**config.mk**
```make
export PLATFORM = sky130hd
export DESIGN_NAME = lfu_cache_table_core
export DESIGN_NICKNAME = d
export VERILOG_FILES = /design/src/sv/lfu_pkg.sv /design/src/sv/lfu_front.sv /design/src/sv/lfu_queue.sv /design/src/sv/lfu_engine.sv /design/src/sv/lfu_cache_table_core.sv
export SDC_FILE = /design/constraint.sdc
export NUM_CORES = 2
export LEC_CHECK = 0
export ABC_AREA = 0
export BUFFER_PORTS_ARGS = -buffer_cell sky130_fd_sc_hd__buf_2
export CAP_MARGIN = 5
export CORE_MARGIN = 5
export CORE_UTILIZATION = 50
export DETAILED_ROUTE_END_ITERATION = 6
export PLACE_DENSITY = 0.66
export SYNTH_ARGS = -nofsm -noshare
export SYNTH_HDL_FRONTEND = slang
export SYNTH_HIERARCHICAL = 1
export SYNTH_SLANG_ARGS = --single-unit
```
**constraint.sdc**
```tcl
create_clock -name clk -period 10.9 [get_ports clk]
set_input_delay 0.545 -clock clk [delete_from_list [all_inputs] [get_ports clk]]
set_output_delay 0.545 -clock clk [all_outputs]
set_load 0.03 [all_outputs]
```
**src/sv/lfu_pkg.sv**
```systemverilog
// lfu cache table package: sizes, opcodes and request/response types
// no dependencies; used by the front, queue, engine and top-level modules
`timescale 1ns / 1ps
`default_nettype none
package lfu_pkg;
    localparam int NUM_SLOTS = 16;
    localparam int SLOT_W    = $clog2(NUM_SLOTS);
    localparam int CAP_W     = $clog2(NUM_SLOTS) + 1;
    localparam int KEY_W     = 32;
    localparam int DATA_W    = 32;
    localparam int CNT_W     = 32;
    localparam logic [CNT_W-1:0] CNT_MAX = '1;
    localparam logic [CAP_W-1:0] CAP_RESET = CAP_W'(NUM_SLOTS);

    typedef enum logic {
        OP_GET = 1'b0,
        OP_PUT = 1'b1
    } op_t;

    typedef struct packed {
        op_t               op;
        logic [KEY_W-1:0]  key;
        logic [DATA_W-1:0] data;
    } req_t;

    typedef struct packed {
        logic              hit;
        logic [DATA_W-1:0] data;
        logic              evicted;
        logic [KEY_W-1:0]  evicted_key;
    } resp_t;
endpackage
`default_nettype wire

```
**src/sv/lfu_front.sv**
```systemverilog
// lfu front stage: accepts requests, decodes the operation, pushes to the queue
// depends on lfu_pkg
`timescale 1ns / 1ps
`default_nettype none
module lfu_front (
    input  wire                       clk,
    input  wire                       rst_n,
    input  wire                       in_valid,
    output logic                      in_stall,
    input  wire                       func,
    input  wire [lfu_pkg::KEY_W-1:0]  lookup_key,
    input  wire [lfu_pkg::DATA_W-1:0] data_in,
    output logic                      push,
    output lfu_pkg::req_t             push_req,
    input  wire                       q_full
);
    logic          hold_vld_reg;
    logic          hold_vld_next;
    lfu_pkg::req_t hold_reg;
    logic          accept;

    assign in_stall = hold_vld_reg && q_full;
    assign accept   = in_valid && !in_stall;
    assign push     = hold_vld_reg && !q_full;
    assign push_req = hold_reg;

    always_comb
    begin
        hold_vld_next = hold_vld_reg;
        if (push)
        begin
            hold_vld_next = accept;
        end
        else if (accept)
        begin
            hold_vld_next = 1'b1;
        end
    end

    always_ff @(posedge clk or negedge rst_n)
    begin
        if (!rst_n)
        begin
            hold_vld_reg <= 1'b0;
        end
        else
        begin
            hold_vld_reg <= hold_vld_next;
        end
    end

    always_ff @(posedge clk)
    begin
        if (accept)
        begin
            hold_reg.op   <= func ? lfu_pkg::OP_PUT : lfu_pkg::OP_GET;
            hold_reg.key  <= lookup_key;
            hold_reg.data <= data_in;
        end
    end
endmodule
`default_nettype wire

```
**src/sv/lfu_queue.sv**
```systemverilog
// lfu request queue: two-entry fifo between front and engine
// depends on lfu_pkg
`timescale 1ns / 1ps
`default_nettype none
module lfu_queue (
    input  wire           clk,
    input  wire           rst_n,
    input  wire           push,
    input  lfu_pkg::req_t push_req,
    output logic          full,
    input  wire           pop,
    output lfu_pkg::req_t head,
    output logic          empty
);
    lfu_pkg::req_t mem_reg [2];
    logic       wr_ptr_reg;
    logic       rd_ptr_reg;
    logic [1:0] cnt_reg;
    logic [1:0] cnt_next;

    assign full  = (cnt_reg == 2'd2);
    assign empty = (cnt_reg == 2'd0);
    assign head  = mem_reg[rd_ptr_reg];

    always_comb
    begin
        cnt_next = cnt_reg;
        if (push && !pop)
        begin
            cnt_next = cnt_reg + 2'd1;
        end
        else if (pop && !push)
        begin
            cnt_next = cnt_reg - 2'd1;
        end
    end

    always_ff @(posedge clk or negedge rst_n)
    begin
        if (!rst_n)
        begin
            wr_ptr_reg <= 1'b0;
            rd_ptr_reg <= 1'b0;
            cnt_reg    <= 2'd0;
        end
        else
        begin
            cnt_reg <= cnt_next;
            if (push)
            begin
                wr_ptr_reg <= !wr_ptr_reg;
            end
            if (pop)
            begin
                rd_ptr_reg <= !rd_ptr_reg;
            end
        end
    end

    always_ff @(posedge clk)
    begin
        if (push)
        begin
            mem_reg[wr_ptr_reg] <= push_req;
        end
    end
endmodule
`default_nettype wire

```
**src/sv/lfu_engine.sv**
```systemverilog
// lfu engine: scans the slots, applies get/put with eviction, holds the result
// depends on lfu_pkg
`timescale 1ns / 1ps
`default_nettype none
module lfu_engine (
    input  wire                       clk,
    input  wire                       rst_n,
    input  wire [lfu_pkg::CAP_W-1:0]  cap,
    input  wire                       q_empty,
    input  lfu_pkg::req_t             q_head,
    output logic                      pop,
    output logic                      out_valid,
    input  wire                       out_stall,
    output lfu_pkg::resp_t            resp
);
    localparam int N  = lfu_pkg::NUM_SLOTS;
    localparam int SW = lfu_pkg::SLOT_W;

    localparam logic [2:0] ST_IDLE   = 3'd0;
    localparam logic [2:0] ST_SCAN   = 3'd1;
    localparam logic [2:0] ST_APPLY  = 3'd2;
    localparam logic [2:0] ST_INSERT = 3'd3;
    localparam logic [2:0] ST_DONE   = 3'd4;

    logic [2:0]    state_reg;
    logic [SW-1:0] idx_reg;
    lfu_pkg::req_t req_reg;

    logic                        valid_reg [N];
    logic [lfu_pkg::KEY_W-1:0]   key_mem   [N];
    logic [lfu_pkg::DATA_W-1:0]  data_mem  [N];
    logic [lfu_pkg::CNT_W-1:0]   cnt_mem   [N];
    logic [SW-1:0]               rank_mem  [N];
    logic [lfu_pkg::CAP_W-1:0]   live_reg;

    logic                        hit_fnd_reg;
    logic [SW-1:0]               hit_idx_reg;
    logic [lfu_pkg::DATA_W-1:0]  hit_data_reg;
    logic [lfu_pkg::CNT_W-1:0]   hit_cnt_reg;
    logic [SW-1:0]               hit_rank_reg;
    logic                        vic_fnd_reg;
    logic [SW-1:0]               vic_idx_reg;
    logic [lfu_pkg::CNT_W-1:0]   vic_cnt_reg;
    logic [SW-1:0]               vic_rank_reg;
    logic [lfu_pkg::KEY_W-1:0]   vic_key_reg;
    logic                        free_fnd_reg;
    logic [SW-1:0]               free_idx_reg;
    lfu_pkg::resp_t              res_reg;
    logic                        out_vld_reg;
    lfu_pkg::resp_t              out_reg;

    logic                        cur_valid;
    logic [lfu_pkg::KEY_W-1:0]   cur_key;
    logic [lfu_pkg::CNT_W-1:0]   cur_cnt;
    logic [SW-1:0]               cur_rank;
    logic                        key_match;
    logic                        vic_better;
    logic [lfu_pkg::CAP_W-1:0]   cap_eff;
    logic                        do_touch;
    logic                        do_evict;
    logic                        do_insert;
    logic                        out_load;

    assign cur_valid  = valid_reg[idx_reg];
    assign cur_key    = key_mem[idx_reg];
    assign cur_cnt    = cnt_mem[idx_reg];
    assign cur_rank   = rank_mem[idx_reg];
    assign key_match  = cur_valid && (cur_key == req_reg.key);
    assign vic_better = cur_valid && (!vic_fnd_reg || (cur_cnt < vic_cnt_reg) ||
                        ((cur_cnt == vic_cnt_reg) && (cur_rank > vic_rank_reg)));
    assign cap_eff    = (cap > lfu_pkg::CAP_W'(N)) ? lfu_pkg::CAP_W'(N) : cap;

    assign pop       = (state_reg == ST_IDLE) && !q_empty;
    assign out_load  = (state_reg == ST_DONE) && (!out_vld_reg || !out_stall);
    assign out_valid = out_vld_reg;
    assign resp      = out_reg;

    always_comb
    begin
        do_touch = 1'b0;
        do_evict = 1'b0;
        if (state_reg == ST_APPLY && hit_fnd_reg)
        begin
            do_touch = (req_reg.op == lfu_pkg::OP_GET) || (cap_eff != '0);
        end
        if (state_reg == ST_APPLY && !hit_fnd_reg && req_reg.op == lfu_pkg::OP_PUT &&
            cap_eff != '0)
        begin
            do_evict = (live_reg >= cap_eff) && vic_fnd_reg;
        end
        do_insert = (state_reg == ST_INSERT) && free_fnd_reg;
    end

    always_ff @(posedge clk or negedge rst_n)
    begin
        if (!rst_n)
        begin
            state_reg   <= ST_IDLE;
            live_reg    <= '0;
            out_vld_reg <= 1'b0;
            for (int i = 0; i < N; i++)
            begin
                valid_reg[i] <= 1'b0;
            end
        end
        else
        begin
            if (out_load)
            begin
                out_vld_reg <= 1'b1;
            end
            else if (!out_stall)
            begin
                out_vld_reg <= 1'b0;
            end
            if (do_evict)
            begin
                valid_reg[vic_idx_reg] <= 1'b0;
                live_reg <= live_reg - 1'b1;
            end
            if (do_insert)
            begin
                valid_reg[free_idx_reg] <= 1'b1;
                live_reg <= live_reg + 1'b1;
            end
            case (state_reg)
                ST_IDLE:
                begin
                    if (!q_empty)
                    begin
                        state_reg <= ST_SCAN;
                    end
                end
                ST_SCAN:
                begin
                    if (idx_reg == SW'(N - 1))
                    begin
                        state_reg <= ST_APPLY;
                    end
                end
                ST_APPLY:
                begin
                    if (req_reg.op == lfu_pkg::OP_PUT && !hit_fnd_reg && cap_eff != '0)
                    begin
                        state_reg <= ST_INSERT;
                    end
                    else
                    begin
                        state_reg <= ST_DONE;
                    end
                end
                ST_INSERT:
                begin
                    state_reg <= ST_DONE;
                end
                ST_DONE:
                begin
                    if (out_load)
                    begin
                        state_reg <= ST_IDLE;
                    end
                end
                default:
                begin
                    state_reg <= ST_IDLE;
                end
            endcase
        end
    end

    always_ff @(posedge clk)
    begin
        if (out_load)
        begin
            out_reg <= res_reg;
        end
        case (state_reg)
            ST_IDLE:
            begin
                req_reg      <= q_head;
                idx_reg      <= '0;
                hit_fnd_reg  <= 1'b0;
                vic_fnd_reg  <= 1'b0;
                free_fnd_reg <= 1'b0;
                res_reg      <= '0;
            end
            ST_SCAN:
            begin
                idx_reg <= idx_reg + 1'b1;
                if (key_match && !hit_fnd_reg)
                begin
                    hit_fnd_reg  <= 1'b1;
                    hit_idx_reg  <= idx_reg;
                    hit_data_reg <= data_mem[idx_reg];
                    hit_cnt_reg  <= cur_cnt;
                    hit_rank_reg <= cur_rank;
                end
                if (vic_better)
                begin
                    vic_fnd_reg  <= 1'b1;
                    vic_idx_reg  <= idx_reg;
                    vic_cnt_reg  <= cur_cnt;
                    vic_rank_reg <= cur_rank;
                    vic_key_reg  <= cur_key;
                end
                if (!cur_valid && !free_fnd_reg)
                begin
                    free_fnd_reg <= 1'b1;
                    free_idx_reg <= idx_reg;
                end
            end
            ST_APPLY:
            begin
                res_reg.hit <= hit_fnd_reg;
                if (req_reg.op == lfu_pkg::OP_GET)
                begin
                    res_reg.data <= hit_fnd_reg ? hit_data_reg : '1;
                end
                if (do_touch)
                begin
                    for (int i = 0; i < N; i++)
                    begin
                        if (valid_reg[i] && rank_mem[i] < hit_rank_reg)
                        begin
                            rank_mem[i] <= rank_mem[i] + 1'b1;
                        end
                    end
                    rank_mem[hit_idx_reg] <= '0;
                    if (hit_cnt_reg != lfu_pkg::CNT_MAX)
                    begin
                        cnt_mem[hit_idx_reg] <= hit_cnt_reg + 1'b1;
                    end
                    if (req_reg.op == lfu_pkg::OP_PUT)
                    begin
                        data_mem[hit_idx_reg] <= req_reg.data;
                    end
                end
                if (do_evict)
                begin
                    res_reg.evicted     <= 1'b1;
                    res_reg.evicted_key <= vic_key_reg;
                    for (int i = 0; i < N; i++)
                    begin
                        if (valid_reg[i] && rank_mem[i] > vic_rank_reg)
                        begin
                            rank_mem[i] <= rank_mem[i] - 1'b1;
                        end
                    end
                    if (!free_fnd_reg || vic_idx_reg < free_idx_reg)
                    begin
                        free_fnd_reg <= 1'b1;
                        free_idx_reg <= vic_idx_reg;
                    end
                end
            end
            ST_INSERT:
            begin
                if (do_insert)
                begin
                    for (int i = 0; i < N; i++)
                    begin
                        if (valid_reg[i])
                        begin
                            rank_mem[i] <= rank_mem[i] + 1'b1;
                        end
                    end
                    rank_mem[free_idx_reg] <= '0;
                    key_mem[free_idx_reg]  <= req_reg.key;
                    data_mem[free_idx_reg] <= req_reg.data;
                    cnt_mem[free_idx_reg]  <= lfu_pkg::CNT_W'(1);
                end
            end
            default:
            begin
            end
        endcase
    end
endmodule
`default_nettype wire

```
**src/sv/lfu_cache_table_core.sv**
```systemverilog
// lfu cache table top level: config register, front stage, queue and engine
// depends on lfu_pkg, lfu_front, lfu_queue, lfu_engine
//
// requests (func, lookup_key, data_in) transfer on in_valid high and in_stall low;
// results (hit, data_out, evicted, evicted_key) transfer on out_valid high and
// out_stall low, exactly one result per request, in request order.
// func 0 is a get, func 1 is a put. capacity_in_use sits at apb address 0. the
// user must write it only while no request is in flight; the block itself does
// not enforce this. a request passes through the front register and the queue
// to the engine, which adds an insert step for a put of a new key with a nonzero
// capacity. the engine works on one request at a time, stepping through the
// sixteen slots one per cycle to find the match, victim and free slot.
// a two-entry queue and the front register keep taking requests while the engine
// works; a stalled result holds in the output register while the engine goes on.
// reset empties the cache, clears the queue and sets capacity_in_use to 16.
`timescale 1ns / 1ps
`default_nettype none
module lfu_cache_table_core (
    input  wire         clk,
    input  wire         rst_n,
    input  wire         psel,
    input  wire         penable,
    input  wire         pwrite,
    input  wire [2:0]   paddr,
    input  wire [31:0]  pwdata,
    output logic [31:0] prdata,
    output logic        pready,
    input  wire         in_valid,
    output logic        in_stall,
    input  wire         func,
    input  wire [31:0]  lookup_key,
    input  wire [31:0]  data_in,
    output logic        out_valid,
    input  wire         out_stall,
    output logic        hit,
    output logic [31:0] data_out,
    output logic        evicted,
    output logic [31:0] evicted_key
);
    logic [lfu_pkg::CAP_W-1:0] cap_reg;
    logic                      push;
    lfu_pkg::req_t             push_req;
    logic                      q_full;
    logic                      pop;
    lfu_pkg::req_t             q_head;
    logic                      q_empty;
    lfu_pkg::resp_t            resp;

    assign pready = 1'b1;
    assign prdata = (paddr == 3'd0) ? 32'(cap_reg) : 32'd0;

    always_ff @(posedge clk or negedge rst_n)
    begin
        if (!rst_n)
        begin
            cap_reg <= lfu_pkg::CAP_RESET;
        end
        else if (psel && penable && pwrite && paddr == 3'd0)
        begin
            cap_reg <= pwdata[lfu_pkg::CAP_W-1:0];
        end
    end

    lfu_front u_front (
        .clk        (clk),
        .rst_n      (rst_n),
        .in_valid   (in_valid),
        .in_stall   (in_stall),
        .func       (func),
        .lookup_key (lookup_key),
        .data_in    (data_in),
        .push       (push),
        .push_req   (push_req),
        .q_full     (q_full)
    );

    lfu_queue u_queue (
        .clk      (clk),
        .rst_n    (rst_n),
        .push     (push),
        .push_req (push_req),
        .full     (q_full),
        .pop      (pop),
        .head     (q_head),
        .empty    (q_empty)
    );

    lfu_engine u_engine (
        .clk       (clk),
        .rst_n     (rst_n),
        .cap       (cap_reg),
        .q_empty   (q_empty),
        .q_head    (q_head),
        .pop       (pop),
        .out_valid (out_valid),
        .out_stall (out_stall),
        .resp      (resp)
    );

    assign hit         = resp.hit;
    assign data_out    = resp.data;
    assign evicted     = resp.evicted;
    assign evicted_key = resp.evicted_key;
endmodule
`default_nettype wire

```
### Yosys cells after proc, flatten, opt, wreduce, memory -nomap -nowiden

Memories as Yosys holds them, arrays and structs flattened. A register that Yosys moved wholly into a read port is not among the register bits.
Cells that the tools add are included.

* memories kept: 5
* input port bits: 107
* register bits: 355
* bits in writable memories: 1730
* output and inout port bits: 101
* logic and storage cells: 584

Memory list
* u_engine.cnt_mem: depth 16, width 32, read ports 1, clocked after Yosys merged registers in 1, write ports 1, RTL line lfu_engine.sv:32 `logic [lfu_pkg::CNT_W-1:0] cnt_mem [N];`
* u_engine.data_mem: depth 16, width 32, read ports 1, clocked after Yosys merged registers in 1, write ports 1, RTL line lfu_engine.sv:31 `logic [lfu_pkg::DATA_W-1:0] data_mem [N];`
* u_engine.key_mem: depth 16, width 32, read ports 1, clocked after Yosys merged registers in 1, write ports 1, RTL line lfu_engine.sv:30 `logic [lfu_pkg::KEY_W-1:0] key_mem [N];`
* u_queue.mem_reg: depth 2, width 65, read ports 1, clocked after Yosys merged registers in 1, write ports 1, RTL line lfu_queue.sv:15 `lfu_pkg::req_t mem_reg [2];`
* u_engine.rank_mem: depth 16, width 4, read ports 17, clocked after Yosys merged registers in 1, write ports 17, RTL line lfu_engine.sv:33 `logic [SW-1:0] rank_mem [N];`

* add/subtract/negate cells: 38
* multiplexer cells: 296
* bitwise gates (word level): 39
* equal/unequal tests: 19
* order comparisons: 42
* reductions and logical operators: 98

Operators by type and width (count)
* $mux W1: 227
* $mux W4: 42
* $pmux W66 S2: 1
* $mux W32: 4
* $add A4 B1 Y4 const B: 17
* $gt A4 B4 Y1: 17
* $lt A4 B4 Y1: 17
* $eq A32 B32 Y1: 2
* $reduce_or A32 Y1: 2
* $sub A4 B1 Y4 const B: 16
* $logic_and A1 B1 Y1: 57
* $mux W33: 1
* $add A32 B1 Y32 const B: 1
* $lt A32 B32 Y1: 1
* $mux W16: 2
* $ne A32 B32 Y1 const B: 1
* $or A1 B1 Y1: 32
* $mux W5: 4
* $and A16 B16 Y16: 1
* $not A16 Y16: 1
* $or A16 B16 Y16: 1
* $pmux W4 S2: 2
* $ge A5 B5 Y1 const B: 3
* $not A4 Y5: 3
* other kinds (33): 77

### Longest topological paths before layout

* depth after elaboration: 10
* gate-level depth with buffers: 18
* mapped depth without buffers: 14

### Modules after synthesis

Netlist, hierarchy kept.

By module, submodules not included
* lfu_engine: sequential area each 58681.3 um^2, area an instance 81306.7 um^2, instances 1, cells each 4423
* lfu_queue: sequential area each 4003.8 um^2, area an instance 5038.6 um^2, instances 1, cells each 218
* lfu_front: sequential area each 1976.9 um^2, area an instance 2009.4 um^2, instances 1, cells each 70
* lfu_cache_table_core: sequential area each 126.4 um^2, area an instance 486.7 um^2, instances 1, cells each 48

### Worst setup path after synthesis

No wires, ideal clock.

* path kind: register to register
* start point: register with a tool-made name
* end point: register u_engine/vic_cnt_reg[0] in the netlist's numbering, enable pin
* setup time: 591 ps
* path buffers: 6
* path slack: 889 ps
* arrival time: 9420 ps
* clock period less this slack: 10011 ps
* cell stages (with the launch flop): 17
* cell sequence: dfxtp_1 buf_6 buf_12 buf_6 buf_4 clkbuf_1 buf_2 mux4_2 mux4_2 ha_1 and3_1 nand4_1 or4_1 or4_1 o31ai_1 a21oi_1 nor3_1

RTL lines
* end signal, assigned: RTL line lfu_engine.sv:202 `vic_cnt_reg <= cur_cnt;`
* end, declared: RTL line lfu_engine.sv:43 `logic [lfu_pkg::CNT_W-1:0] vic_cnt_reg;`

==> metrics <==
status=completed; Die ar.=0.186 mm²; switching fraction of total power=29.1%; Cell Int Power=0.0168 W; min Tclk post-route=6720 ps; Post-synth top flop=edfxtp_1; HP Class=in -> reg; Post-Synthesis Cell Area=0.0888 mm²; clock input transition at the sequential cells of the worst setup and hold paths=60 ps; share of power burned in registers=45.8%; mean number of vias per cell=5.91; max-slew violation count=0; DIE WIDTH=432 µm; slowest cell on the critical path=dfxtp_4; hpwl dp=110000 µm; largest net degree at the start of global routing=126; count of different cell masters after synthesis=85; CP max stage delay=930 ps; vias in the first global route=45200; Core ar.=0.176 mm²; global-route wire length before repair=299000 µm; synth top area cells=edfxtp_1 70%, mux4_2 8.8%, ha_1 2.7%; fraction of layout cells with a size suffix above 1=21.1%; worst-case clock buffer depth=3; CTS tree=done; Detail Route Antenna Nets=0; Total Power=0.0237 W; CTS H-tree depth=4; worst-path fanout max=44; CTS root buf=clkbuf_16; P_sw=0.00691 W; final global-route overflow total=0; # clock sinks=2186; Clock Latency Late Sink=860 ps; Final Core Density=56.9%; critical-path cell list=buf_4, mux4_2, mux4_2, ha_1, and3_1, nand4_1, or4_1, or4_1, o31ai_1, a21oi_1, nor3_2, buf_4; setup tns final=0 ps; EDFF count, synth=2083; CP required=11360 ps; Detailed Routing Iterations Pass 1=6; yosys warns=6; design area=0.100 mm²; Clock power frac=30.6%; Async S/R FF share, synth=1.60%; Ports=208; Yosys reg bits=2186; Initial DRC Count=4506; # nets final=5406; Syn Inst Count=4759; syn avg cell area=18.7 µm²; P per Cell Area=236 mW/mm²; endpoints failing setup=0; antenna violations before repair=3; fin crit share=61.7%; CP delay by family, top=simple AND/OR/NAND/NOR gates; worst-margin pin slew=1220 ps; share of the synthesized area in the top cell type=70.4%; GPL Wtd Cong=0.837; total CTS buffers=214; DR vias=45100; sequential fraction of the synthesis area=72.9%; critical path class=reg -> reg; CP Launch Type=register; detailed-route wire length=201000 µm; post-CTS setup buffers=0; pre-CTS WS=4020 ps; crit path DAT=7180 ps; # DRC=0; RSZ-0062 raised after global routing=false; Tot GR Track Use=21.6%; Max Clk Rate=149 MHz; final setup skew=39.6 ps; Placed Area=0.0927 mm²; Top Registers=u_engine/cnt_mem (512), u_engine/data_mem (512), u_engine/key_mem (512); initial core utilization=50.3%; Max VDD drop=0.226 mV; PortBufs=152; per-cell routed wire length=26.4 µm; worst path bufs/invs=2; Max-slew headroom=18.0%; leakage=34.0 nW; MaxCap Viol Count=0; Area growth syn-to-layout=13.0%; final hold vios=0; post-synth top area cell=edfxtp_1; Comb power frac=23.5%; CP endpoint kind=register; die height=432 µm; final setup margin=4180 ps; row cnt=154
==> Yosys cell counts (all sizes together) (8+ instances only) <==
library cell  count
a211o             8
a211oi           32
a21o             61
a21oi           100
a221oi           66
a22oi            59
a31oi             9
and2             44
and3             12
buf             153
clkbuf           72
dfrtp            34
dfxtp            68
edfxtp         2083
fa                8
ha              194
inv             137
mux2             97
mux2i           243
mux4            350
nand2           139
nand2b           45
nand3            32
nand4            34
nor2            147
nor2b            40
nor3             59
nor4             15
o211ai           18
o21a             50
o21ai           128
o22ai             9
or3              26
xnor2            57
xor2             52
==> layout by cell type (no fill, tap or decap), drive strengths merged, types with 57 or more instances in the layout <==
master / count
a21o: 61
a21oi: 100
a221oi: 66
a22oi: 59
buf: 249
clkbuf: 267
clkinv: 101
dfxtp: 68
dlygate4sd3: 72
edfxtp: 2083
ha: 194
inv: 147
mux2: 97
mux2i: 243
mux4: 350
nand2: 139
nor2: 147
nor3: 59
o21ai: 128
xnor2: 57
==> through the flow <==
stage	instances	hold slack, ps
2_1_floorplan	4785	249
3_3_place_gp	7149	402
3_5_place_dp	7149	405
4_1_cts	7624	50.1
5_1_grt	7625	98.8
6_report	7626	123
==> cells by family after synthesis <==
group / synth area share [%]
muxes: 13.1
AOI/OAI and AO/OA: 4.60
xor gates and xnor gates: 1.07
buffers and inverters: 1.96
adders and majority gates: 2.91
DFF: 72.9
and+or+nand+nor: 3.47
other: 0.00845
==> worst paths after layout <==
check	slack [ps]	from	end	cells past startpoint
setup / recovery	4180	register	u_engine/vic_cnt_reg[25]	12
hold / removal	120	out_stall	u_engine/resp[55]	2
setup reg to reg	4180	register	u_engine/vic_cnt_reg[25]	12
hold reg to reg	420	u_engine/res_reg[45]	u_engine/resp[45]	0
max in group asynchronous	10110	rst_n	u_engine/live_reg[1]	3
min in group asynchronous	310	rst_n	u_front/hold_vld_reg	3
==> timing repair <==
action | 4_1_cts | 5_1_grt
gates resized for setup | 0 | 0
endpoints found under the setup margin | 0 | 0
hold endpoints to repair | 105 | 0
hold buffers | 72 | 0
==> layout make-up <==
cell class,count,area [µm²]
diodes,2,5.00
clock buffers,267,5680
clock inverters,136,1290
fillers,13300,76100
inverters,140,531
multi-input cells,2234,22900
flip-flops and latches,2186,64800
well taps,2340,2930
repair buffers,321,2260
==> metal layers <==
| metal | track usage [%] | wire length, µm | vias up | part of all wire, % |
|---|---|---|---|---|
| met5 | 0 | 0 | - | 0 |
| met4 | 6.62 | 5660 | 0 | 2.8 |
| met3 | 3.04 | 13700 | 304 | 6.8 |
| met2 | 35.2 | 97800 | 1614 | 49 |
| met1 | 30.8 | 84000 | 23400 | 42 |
| li1 | - | - | 19800 | - |
==> power by group through the flow <==
| stage | Sequential (W) | Combinational (W) | Clock [W] |
|---|---|---|---|
| 2_1_floorplan | 0.0107 | 0.00422 | 0 |
| 3_3_place_gp | 0.0110 | 0.00552 | 0 |
| 3_5_place_dp | 0.0111 | 0.00558 | 0 |
| 4_1_cts | 0.0109 | 0.00563 | 0.00743 |
| 5_1_grt | 0.0110 | 0.00602 | 0.00780 |
| 6_report | 0.0109 | 0.00558 | 0.00727 |
(Power assumes the default switching activity.)
